--- config.mk ---
export PLATFORM = sky130hd
export DESIGN_NAME = rsr_mod_unit
export DESIGN_NICKNAME = d
export VERILOG_FILES = /design/src/rtl/rsr_pkg.sv /design/src/rtl/rsr_mod_unit.sv
export SDC_FILE = /design/constraint.sdc
export NUM_CORES = 1
export LEC_CHECK = 0
export ABC_AREA = 1
export BUFFER_PORTS_ARGS = -buffer_cell sky130_fd_sc_hd__buf_2
export CAP_MARGIN = 20
export CORE_MARGIN = 2
export CORE_UTILIZATION = 40
export CTS_BUF_LIST = sky130_fd_sc_hd__clkbuf_4 sky130_fd_sc_hd__clkbuf_8 sky130_fd_sc_hd__clkbuf_16
export CTS_CLUSTER_SIZE = 14
export DETAILED_ROUTE_END_ITERATION = 8
export GPL_ROUTABILITY_DRIVEN = 0
export SLEW_MARGIN = 20
export SYNTH_ARGS = -nofsm -noshare
export SYNTH_HDL_FRONTEND = slang
export SYNTH_SLANG_ARGS = --single-unit
--- constraint.sdc ---
create_clock -name clk -period 5.4 [get_ports clk]
set_clock_uncertainty 0.15 [all_clocks]
set_input_delay 0.54 -clock clk [delete_from_list [all_inputs] [get_ports clk]]
set_output_delay 0.54 -clock clk [all_outputs]
set_load 0.05 [all_outputs]
--- src/rtl/rsr_pkg.sv ---
// ----------------------------------------------------------------------------
// rsr_pkg
// shared constants and types of the ring segment reverser
// ----------------------------------------------------------------------------
package rsr_pkg;

	localparam int RING_DEPTH = 1024;
	localparam int NODE_WIDTH = 16;
	localparam int ADDR_W     = $clog2(RING_DEPTH);
	localparam int LEN_W      = ADDR_W + 1;
	localparam int SPAN_W     = 16;
	localparam int OP_W       = 2;
	localparam int ST_W       = 2;

	localparam logic [OP_W-1:0] OP_WRITE  = 2'd0;
	localparam logic [OP_W-1:0] OP_READ   = 2'd1;
	localparam logic [OP_W-1:0] OP_STRICT = 2'd2;
	localparam logic [OP_W-1:0] OP_SMART  = 2'd3;

	localparam logic [ST_W-1:0] ST_DONE   = 2'd0;
	localparam logic [ST_W-1:0] ST_EMPTY  = 2'd1;
	localparam logic [ST_W-1:0] ST_REJECT = 2'd2;

	typedef logic [ADDR_W-1:0]     addr_t;
	typedef logic [NODE_WIDTH-1:0] node_t;

	typedef struct packed {
		logic  rd_en;
		addr_t rd_a_addr;
		addr_t rd_b_addr;
		logic  wr_en;
		addr_t wr_addr;
		node_t wr_data;
	} mem_req_t;

endpackage

--- src/rtl/rsr_mod_unit.sv ---
// ----------------------------------------------------------------------------
// rsr_mod_unit
// bit-serial remainder of a span rank by the ring length, one bit per cycle
// ----------------------------------------------------------------------------
module rsr_mod_unit
	import rsr_pkg::*;
(
	input  logic              clk,
	input  logic              arst_n,
	input  logic              start,
	input  logic [SPAN_W-1:0] dividend,
	input  logic [LEN_W-1:0]  divisor,
	output logic              done,
	output addr_t             remainder
);

	localparam int CNT_W = $clog2(SPAN_W);

	logic [SPAN_W-1:0] dvd_q;
	addr_t             rem_q;
	logic [CNT_W-1:0]  cnt_q;
	logic              run_q;
	logic              done_q;
	logic [LEN_W-1:0]  trial;
	logic [LEN_W-1:0]  diff;

	assign trial = {rem_q, dvd_q[SPAN_W-1]};
	assign diff  = trial - divisor;

	always_ff @(posedge clk or negedge arst_n) begin
		if (!arst_n) begin
			run_q  <= 1'b0;
			done_q <= 1'b0;
			cnt_q  <= '0;
		end else begin
			done_q <= 1'b0;
			if (start) begin
				run_q <= 1'b1;
				cnt_q <= '0;
			end else if (run_q) begin
				cnt_q <= cnt_q + 1'b1;
				if (cnt_q == CNT_W'(SPAN_W - 1)) begin
					run_q  <= 1'b0;
					done_q <= 1'b1;
				end
			end
		end
	end

	always_ff @(posedge clk) begin
		if (start) begin
			dvd_q <= dividend;
			rem_q <= '0;
		end else if (run_q) begin
			dvd_q <= {dvd_q[SPAN_W-2:0], 1'b0};
			rem_q <= (trial >= divisor) ? diff[ADDR_W-1:0] : trial[ADDR_W-1:0];
		end
	end

	assign done      = done_q;
	assign remainder = rem_q;

endmodule

-- Word-level counts from Yosys, hierarchy flattened
Index checks and enable logic that the tools add are counted.
- flip-flop bits (word level): 32
- input port bits: 30
- output and inout port bits: 11
- logic and storage cells: 21
- add/subtract/negate cells: 2
- magnitude comparators: 1
- equality and inequality tests: 1
- muxes and demuxes: 11
- reductions and logical operators: 1
- operators with widths (operator ; number):
    $mux W16 ; 2
    $ge A11 B11 Y1 ; 1
    $mux W10 ; 1
    $sub A10 B10 Y10 ; 1
    $mux W4 ; 2
    $mux W1 ; 6
    $add A4 B1 Y4 const B ; 1
    $eq A4 B4 Y1 const B ; 1
    $reduce_bool A2 Y1 ; 1

-- Depth between registers and ports, before layout
Gate-level depths: netlist of run 1.
- depth after elaboration: 4
- mapped depth: 13
- gate-level depth less buffers: 13

-- Worst setup path before layout of run 1
OpenSTA, ideal clock, no wires.
- path type: reg-to-reg
- start: reg rem_q[1] (netlist: remainder[1])
- end: reg rem_q[0] (netlist: remainder[0])
- setup time: 142 ps
- arrival: 1841 ps
- required time: 5108 ps
- setup slack: 3267 ps
- cell stages (with the launch flop): 10
- path buffers: 1
- cells stage by stage: dfxtp_1 -> ha_1 -> or2_0 -> nand3_1 -> nand2_2 -> nand2_2 -> buf_6 -> nand3_1 -> nand3_1 -> o21ai_0
- longest elaborated chain between the ends: 2
- RTL lines (element ; RTL line ; text):
    from (decl) ; rsr_mod_unit.sv:20 ; addr_t rem_q;
    from (signal assigned) ; rsr_mod_unit.sv:56 ; rem_q <= (trial >= divisor) ? diff[ADDR_W-1:0] : trial[ADDR_W-1:0];
    $ge A11 B11 Y1 ; rsr_mod_unit.sv:56 ;
    $mux W10 ; rsr_mod_unit.sv:56 ;
Every way passes these cells.
A chain may end at the register's enable or synchronous reset.

-- Final worst setup path of run 1
- start: in divisor[6]
- end: reg rem_q[2] (netlist: remainder[2])
- longest elaborated chain between the ends: 2
- RTL lines (element ; RTL line ; text):
    from (decl) ; rsr_mod_unit.sv:12 ; input logic [LEN_W-1:0] divisor,
    $ge A11 B11 Y1 ; rsr_mod_unit.sv:56 ;
    $mux W10 ; rsr_mod_unit.sv:56 ;
Every way passes these cells.

==> results.yml, run 1 <==
pwr:
  p_seq_share_pct: 34.4
  powerDensity_nw_per_um2: 401
  leakage_nw: 1.32
  sw_frac_of_total_pct: 42.8
  comb_power_share_pct: 45.8
  p_switching_w: 0.000405
  power_frac_clock_pct: 19.8
  irDropWorstVdd_mv: 0.191
  internal_power_w: 0.000541
setup_path:
  slowest_stage: "nor2_1"
  arrival_ns: 2.41
  path_class: "in2reg"
  timing.critical_path.cells: "buf_2 > inv_1 > ha_1 > nand2_1 > nor2_1 > nand3_1 > nand2_1 > nor2_1 > nand2_2 > nand2_1 > nand3_1 > o21ai_0"
  critPathMostFrequentCell: "nand2_1"
  cp_top_family: "simple AND/OR/NAND/NOR gates"
  crit_fanout: 12
  end_kind: "flop"
  crit_buf_inv: 2
  cp_slowest_stage_delay_ns: 0.57
  cp.required_ns: 5.44
  start_kind: "primary input"
timing:
  rsz0062_at_grt: "no"
  timing.final.crit_share_pct: 43.7
  hold_viol_final: 0
  post-route-min-period_ns: 2.36
  max_freq_ghz: 0.423
  setup_viol: 0
  slew_headroom_pct: 45.6
  tightestPinTransition_ns: 0.816
  maxSlewViolCount: 0
  fin_tns_setup_ns: 0
  setup_ws_ns: 3.04
synthesis:
  netlist_area_um2: 2020
  synthCells: 278
  ys_seq_area_share_pct: 41.2
  ys_warn_count: 0
  synth_top_cell_by_area: "edfxtp_1"
  ys_types: 29
  avgSynthCellArea_um2: 7.25
  synth.area.top_cells: "edfxtp_1, nand2_1, dfxtp_1, inv_1, dfrtp_1"
  synth_nets: 321
  synth_top_area_share_pct: 23.8
  ys_ff_latch: 32
route:
  met1Wirelength_um: 1980
  dr.pass1.iters: 5
  drtAntennaViolNets: 0
  routed-wl-met3_um: 272
  met2_wirelength_um: 1970
  wl_per_cell_um: 11.0
  drt-total-wl_um: 4280
  dr.first_iter.drc_count: 104
  via_per_inst: 4.59
  route.detailed.drc: 0
  routed.top_layer: "met4"
  dr_total_vias: 1781
clock_tree:
  clk_pin_slew_ns: 0.07
  h-tree-depth: 2
  clkSinkCount: 32
  insertion_delay_ns: 0.28
  cts.path.max_buffers: 2
  root_buffer: "clkbuf_8"
  cts_buffers: 5
  cts_tree: "built"
  cts_resized: 0
finish:
  drive_gt1_share_pct: 16.5
  antenna_cells: 0
  syn_to_final_growth_pct: 17.0
  multi_input_area_um2: 972
  nFillCells: 490
  final_nets: 363
  seq_area_um2: 831
  final_common_cell: "nand2_1"
  final_cell_mix: "nand2_1, inv_1, buf_2"
floorplan:
  initial_core_util_pct: 42.1
  die_w_um: 75.0
  io_pins: 41
  core-area_um2: 4790
  rows: 25
  dieHeight_um: 75.0
  dieArea_um2: 5620
status:
  status: "completed"
flow_run:
  maxCapViolCount: 0
min_path:
  hp-class: "reg2reg"
global_route:
  overflow: 0
  grt_pass1_wl_um: 6690
  grt_use_total_pct: 16.0
  antenna_found_initial: 0
  grt_pass1_vias: 1553
  grt_max_degree: 23
placed_design:
  pre_cts_ws_ns: 2.76
  numPortBuffers: 40
  hpwl_um: 3290
==> power groups by stage <==
stage / logic [W] / registers [W] / clock network, W
4_1_cts: 0.000436 / 0.000327 / 0.000196
3_3_place_gp: 0.000435 / 0.000331 / 0
5_1_grt: 0.000484 / 0.000331 / 0.000202
2_1_floorplan: 0.000257 / 0.000414 / 0
6_report: 0.000433 / 0.000326 / 0.000187
3_5_place_dp: 0.000434 / 0.000332 / 0
==> tightest hold or removal path: stages, from the launching register on <==
cell	delay, ns
dfxtp_1	0.33
nand2_1	0.07
nand2_1	0.05
==> state kept, by name (all words and copies together) (netlist names) <==
signal     flops
done           1
run_q          1
cnt_q          4
remainder     10
dvd_q         16
==> timing repair <==
action | in CTS | in global routing
buffers inserted | 0 | 0
hold buffers | 1 | 0
endpoints found under the hold margin | 6 | 0
endpoints found under the setup margin | 0 | 0
==> cells in the mapped netlist <==
library cell	count
nand2_1	102
inv_1	44
nand3_1	30
edfxtp_1	16
nor2_1	15
ha_1	12
dfxtp_1	10
dfrtp_1	6
a21oi_1	5
nor3_1	5
o21ai_0	5
nand2_2	4
o21ai_1	3
xnor2_1	3
a21o_1	2
clkbuf_1	2
nand3b_1	2
a31oi_1	1
and2_1	1
buf_1	1
buf_6	1
clkbuf_4	1
clkbuf_8	1
clkinv_1	1
fa_1	1
nand3_2	1
nand4_1	1
nor4_1	1
or2_0	1
==> path summary, 6_finish.rpt <==
path                            slack (ns)      endpoint  cells past startpoint         start
worst min register to register        0.33  remainder[9]                      2  remainder[9]
min in group asynchronous             0.47      cnt_q[2]                      2        arst_n
worst max-delay path                  3.04  remainder[2]                     12    divisor[6]
worst max register to register        3.06  remainder[2]                     10  remainder[5]
max in group asynchronous             4.49         run_q                      2        arst_n
worst min-delay path                  0.33  remainder[9]                      2  remainder[9]
==> cells by family after synthesis <==
| logic type | Yosys count | synth area share (%) |
|---|---|---|
| AND/OR/NAND/NOR | 163 | 34.2 |
| XOR/XNOR | 3 | 1.30 |
| adder cells (fa/ha/maj) | 13 | 8.44 |
| buffers and inverters | 51 | 10.6 |
| AO/OA/AOI/OAI | 16 | 4.28 |
| flip-flops | 32 | 41.2 |
==> metal layers <==
layer / up-vias / global-route usage (%)
li1: 956 / -
met1: 776 / 20.5
met2: 43 / 26.3
met3: 6 / 4.02
met4: 0 / 5.36
met5: - / 0
==> stage by stage <==
step | hold slack, ns | cells | power [W] | utilization (%) | area (um^2)
global placement | 0.219 | 379 | 0.000767 | 47.1 | 2260
finish | 0.330 | 388 | 0.000946 | 49.3 | 2360
detailed placement | 0.220 | 379 | 0.000766 | 47.1 | 2260
floorplan | 0.0944 | 278 | 0.000671 | - | 2020
global route | 0.365 | 388 | 0.00102 | 49.3 | 2360
CTS | 0.332 | 388 | 0.000959 | 49.3 | 2360
==> final cells by class <==
cell class                 count  area share, %
clock inverter                 2          0.424
multi-input combinational    195           41.2
timing repair buffer          41           8.91
sequential                    32           35.2
inverter                      45           7.16
clock buffer                   6           3.50
tap                           67           3.55
Note: power is estimated with default switching activity, not from simulation.
==> run 2: changes to the inputs <==
==> constraint.sdc (replaced) <==
create_clock -name clk -period 2 [get_ports clk]
set_clock_uncertainty 0.15 [all_clocks]
set_input_delay 0.2 -clock clk [delete_from_list [all_inputs] [get_ports clk]]
set_output_delay 0.2 -clock clk [all_outputs]
set_load 0.05 [all_outputs]
==> run 2 against run 1 <==
Against the previous run:
- die area did not move
- first-iteration DRC count is 3.8% higher
- sequential share of layout area fell by 2.5 points
- global-route usage up 1.5 points
- core utilization is 4.6 points higher
- non-clock buffer count increased by 13
- final cell count is 3.4% higher
- combinational power rose to 3.1 times the previous value
- wire length grew 4.1%
- critical path type is now reg2reg
- highest routed layer unchanged
==> results.yml, run 2 (synthesis gave the netlist of run 1 again) <==
finish:
  seq_area_um2: 843
  syn_to_final_growth_pct: 27.9
  antenna_cells: 0
  drive_gt1_share_pct: 25.4
  regMostFlops: "dvd_q"
  multi_input_area_um2: 1050
  largest_register_ffs: 16
  final_cell_mix: "nand2_1, inv_1, buf_2"
  final_nets: 376
  final_util_pct: 53.9
  final_area_um2: 2580
  nFillCells: 474
  final_common_cell: "nand2_1"
pwr:
  powerDensity_nw_per_um2: 1090
  irDropWorstVdd_mv: 0.591
  leakage_nw: 1.39
route:
  wl_per_cell_um: 11.1
  route.detailed.drc: 0
  drt-total-wl_um: 4450
  via_per_inst: 4.55
  drtAntennaViolNets: 0
  dr_total_vias: 1825
  dr.first_iter.drc_count: 108
  dr.pass1.iters: 4
setup_path:
  start_kind: "flop"
  reg2reg_slack_ns: 0.14
  cp-endpoint: "remainder[2]"
  path_class: "reg2reg"
  crit_fanout: 6
  worst-r2r-cell-count: 10
  startpoint: "remainder[6]"
  cp.required_ns: 2.01
  arrival_ns: 1.88
  r2r-start: "remainder[6]"
  end_kind: "flop"
  r2r-end: "remainder[2]"
placed_design:
  numPortBuffers: 40
  hpwl_um: 3530
  place_area_um2: 2380
flow_run:
  maxCapViolCount: 0
clock_tree:
  clkSinkCount: 32
  cts.path.max_buffers: 2
  cts_tree: "built"
  cts_buffers: 5
  clk_pin_slew_ns: 0.07
  insertion_delay_ns: 0.28
  postCtsSetupBuffers: 0
  root_buffer: "clkbuf_8"
  h-tree-depth: 2
timing:
  maxSlewViolCount: 0
  hold_viol_final: 0
  max_freq_ghz: 0.536
  timing.final.crit_share_pct: 93.2
  slew_headroom_pct: 69.1
  post-route-min-period_ns: 1.86
  tightestPinTransition_ns: 0.462
  setup_viol: 0
floorplan:
  initial_core_util_pct: 42.1
  io_pins: 41
  die_w_um: 75.0
  dieArea_um2: 5620
  core-area_um2: 4790
  dieHeight_um: 75.0
  rows: 25
global_route:
  grt_pass1_wl_um: 7470
  grt_use_total_pct: 17.4
  antenna_found_initial: 0
  grt_max_degree: 18
  overflow: 0
  grt_pass1_vias: 1706
status:
  status: "completed"
min_path:
  hp-class: "in2reg"
## run 2: cell types whose count changed in the layout (fill, tap and decap cells not counted), moves of 2 or more
cell | before | now
ha_1 | 12 | 8
dfxtp_1 | 10 | 0
ha_4 | 0 | 4
buf_4 | 0 | 12
nand2_1 | 102 | 100
dfxtp_2 | 0 | 10
## run 2: metrics by stage
| step | worst slack [ns] | hold slack (ns) | total power, W | cells | TNS (ns) |
|---|---|---|---|---|---|
| 2_1_floorplan | 0.0628 | -0.246 | 0.00183 | 278 | 0 |
| 3_3_place_gp | -0.0112 | -0.124 | 0.00219 | 392 | -0.0112 |
| 3_5_place_dp | -0.00620 | -0.125 | 0.00219 | 392 | -0.00620 |
| 4_1_cts | 0.0509 | 0.0223 | 0.00277 | 401 | 0 |
| 5_1_grt | -0.00896 | 0.0365 | 0.00304 | 401 | -0.0251 |
| 6_report | 0.135 | 0.0309 | 0.00282 | 401 | 0 |
## run 2: where the power goes
group | internal [W] | total (W) | switching, W
clock | 0.000318 | 0.000555 | 0.000237
combinational | 0.000518 | 0.00136 | 0.000842
sequential | 0.000815 | 0.000906 | 0.0000912
## run 2: how the worst min path moves through the flow
stage                          end  cells past startpoint        start
after floorplan           cnt_q[0]                      0       arst_n
after global placement        done                      1       arst_n
after detailed placement      done                      1       arst_n
after CTS                 dvd_q[0]                      3  dividend[0]
after global routing      cnt_q[2]                      2        start
final                     dvd_q[0]                      3  dividend[0]
## run 2: cell type report
cell class / count / share of cell area (%)
multi-input cells: 195 / 40.9
flip-flops and latches: 32 / 32.7
repair buffers: 54 / 12.4
inverters: 45 / 6.55
clock buffers: 6 / 3.64
well taps: 67 / 3.25
clock inverters: 2 / 0.485
## run 2: repair_timing
action / 4_1_cts / 5_1_grt
endpoints found under the setup margin: 5 / 9
resized for setup: 1 / 11
endpoints found under the hold margin: 6 / 0
hold buffers: 1 / 0
## run 2: worst max-delay path: stages, from the launching register on
cell     delay [ns]
dfxtp_2        0.35
ha_1           0.33
nand2_1        0.10
nor2_1         0.06
nand3_1        0.08
nand2_1        0.07
nor2_2         0.19
buf_4          0.19
nand3_1        0.07
nand3_1        0.09
o21ai_0        0.08
## run 2: metal layers
metal	routed length (um)	vias up	track usage (%)
met5	0	-	0
met4	12	0	3.57
met3	165	2	4.69
met2	2160	26	28.7
met1	2110	806	23.3
li1	-	991	-
==> run 3: changes to the inputs <==
--- a/config.mk
+++ b/config.mk
@@ -8,12 +8,16 @@
 export ABC_AREA = 1
 export BUFFER_PORTS_ARGS = -buffer_cell sky130_fd_sc_hd__buf_2
 export CAP_MARGIN = 20
+export CELL_PAD_IN_SITES_DETAIL_PLACEMENT = 1
+export CELL_PAD_IN_SITES_GLOBAL_PLACEMENT = 1
 export CORE_MARGIN = 2
-export CORE_UTILIZATION = 40
+export CORE_UTILIZATION = 35
 export CTS_BUF_LIST = sky130_fd_sc_hd__clkbuf_4 sky130_fd_sc_hd__clkbuf_8 sky130_fd_sc_hd__clkbuf_16
 export CTS_CLUSTER_SIZE = 14
 export DETAILED_ROUTE_END_ITERATION = 8
 export GPL_ROUTABILITY_DRIVEN = 0
+export GPL_TIMING_DRIVEN = 0
+export PLACE_DENSITY_LB_ADDON = 0.1
 export SLEW_MARGIN = 20
 export SYNTH_ARGS = -nofsm -noshare
 export SYNTH_HDL_FRONTEND = slang
==> run 3 against run 2 <==
Against the previous run:
- first-iteration DRC count is 51% lower
- setup slack worse by 0.035 ns
- register-to-register slack worse by 0.03 ns
- power is 0.43% higher
- global-route usage is 0.53 points higher
- cell area is 1.5% lower
- sequential cell count stayed put
- fmax is 1.8% lower
- sequential power is 1% lower
- via count is 5.7% higher
- wire length is 20% higher
- critical endpoint is now remainder[0]
==> results.yml, run 3 (synthesis gave the netlist of run 1 again) <==
finish:
  final_cell_mix: "nand2_1, inv_1, buf_2"
  final_common_cell: "nand2_1"
  stdcell_count: 402
  regMostFlops: "dvd_q"
  seq_area_um2: 843
  largest_register_ffs: 16
  drive_gt1_share_pct: 25.5
  multi_input_area_um2: 1030
  antenna_cells: 0
  syn_to_final_growth_pct: 25.9
  final_nets: 372
  nFillCells: 740
setup_path:
  end_kind: "flop"
  path_class: "reg2reg"
  critPathMostFrequentCell: "nand3_1"
  start_kind: "flop"
  cp.required_ns: 2.02
  worst-r2r-cell-count: 9
  cp_top_family: "simple AND/OR/NAND/NOR gates"
  r2r-start: "remainder[1]"
  r2r-end: "remainder[0]"
  cp_slowest_stage_delay_ns: 0.36
  timing.critical_path.cells: "ha_2 > or2_1 > nand3_2 > nand2_2 > nand2_4 > buf_8 > nand3_1 > nand3_1 > o21ai_0"
  reg2reg_slack_ns: 0.10
  slowest_stage: "dfxtp_2"
  crit_buf_inv: 1
  arrival_ns: 1.92
  crit_fanout: 10
min_path:
  min_to: "dvd_q[0]"
  min_from: "dividend[0]"
  hp-class: "in2reg"
  holdPathStages: 3
timing:
  setup_ws_ns: 0.100
  max_freq_ghz: 0.526
  post-route-min-period_ns: 1.90
  hold_viol_final: 0
  tightestPinTransition_ns: 0.546
  slew_headroom_pct: 63.6
  setup_viol: 0
  timing.final.crit_share_pct: 95.0
  maxSlewViolCount: 0
flow_run:
  maxCapViolCount: 0
pwr:
  powerDensity_nw_per_um2: 1120
  leakage_nw: 1.37
  irDropWorstVdd_mv: 0.513
  power_w: 0.00283
clock_tree:
  cts_tree: "built"
  h-tree-depth: 2
  cts.path.max_buffers: 2
  root_buffer: "clkbuf_8"
  clk_pin_slew_ns: 0.07
  insertion_delay_ns: 0.28
  clkSinkCount: 32
  cts_buffers: 5
route:
  drtAntennaViolNets: 0
  wl_per_cell_um: 13.3
  via_per_inst: 4.80
  route.detailed.drc: 0
  dr.first_iter.drc_count: 53
  dr.pass1.iters: 4
  dr_total_vias: 1929
  drt-total-wl_um: 5330
placed_design:
  numPortBuffers: 40
  pre_cts_ws_ns: -0.0538
  hpwl_um: 4010
  numPlacedInstances: 390
floorplan:
  core-area_um2: 5540
  dieArea_um2: 6380
  initial_core_util_pct: 36.4
  dieHeight_um: 79.9
  io_pins: 41
  rows: 27
  die_w_um: 79.9
global_route:
  grt_use_total_pct: 18.0
  grt_max_degree: 12
  antenna_found_initial: 0
  grt_pass1_vias: 1983
  grt_pass1_wl_um: 8940
  overflow: 0
status:
  status: "completed"
## run 3: final cells by class
| cell class | count | area share, % |
|---|---|---|
| Multi-Input combinational cell | 195 | 40.7 |
| Clock buffer | 6 | 3.01 |
| Buffer | 6 | 2.17 |
| Inverter | 45 | 6.80 |
| Sequential cell | 32 | 33.2 |
| Tap cell | 72 | 3.55 |
| Clock inverter | 2 | 1.38 |
| Timing Repair Buffer | 43 | 8.87 |
| Timing Repair inverter | 1 | 0.296 |
## run 3: power breakdown
group | total [W] | internal [W] | leakage (nW) | switching [W]
logic | 0.00131 | 0.000452 | 0.976 | 0.000857
registers | 0.000894 | 0.000814 | 0.339 | 0.0000794
clock network | 0.000631 | 0.000383 | 0.0586 | 0.000248
## run 3: per-layer routing
layer | vias to the layer above | track usage, % | share of wire (%)
met5 | - | 0 | 0
met4 | 0 | 3.73 | 0.43
met3 | 2 | 3.73 | 3.2
met2 | 31 | 28.6 | 47
met1 | 920 | 25.2 | 49
li1 | 976 | - | -
## run 3: metrics by stage
stage               util (%)  TNS, ns  hold slack (ns)  area [um^2]
global route            45.8  -0.0670           0.0369         2540
CTS                     44.4        0           0.0157         2460
detailed placement      41.8    -1.01           -0.115         2320
finish                  45.8        0           0.0266         2540
global placement        41.8    -1.30           -0.118         2320
floorplan                  -        0           -0.246         2030
## run 3: worst reg2reg max path: cells and delay by family (launching register included)
| kind | cells | cell delay, ns |
|---|---|---|
| adder cells (fa/ha/maj) | 1 | 0.31 |
| AO/OA/AOI/OAI | 1 | 0.08 |
| buffers and inverters | 1 | 0.15 |
| flip-flops | 1 | 0.36 |
| AND/OR/NAND/NOR | 6 | 0.73 |
## run 3: timing repair
action,CTS,global route
hold buffers,1,0
hold endpoints to repair,6,0
cloned,1,0
setup endpoints to repair,23,10
buffers inserted,0,2
pin swaps,0,1
resized for setup,5,19
## run 3: how the worst max path moves through the flow
stage                            start            to  slack, ns  cells after the start
after detailed placement         run_q      dvd_q[8]      -0.05                      2
after global placement           run_q      cnt_q[1]      -0.07                      3
after floorplan           remainder[1]  remainder[0]       0.06                      9
final                     remainder[1]  remainder[0]       0.10                      9
after CTS                    dvd_q[15]  remainder[8]       0.02                     12
after global routing         dvd_q[15]  remainder[8]      -0.02                     12
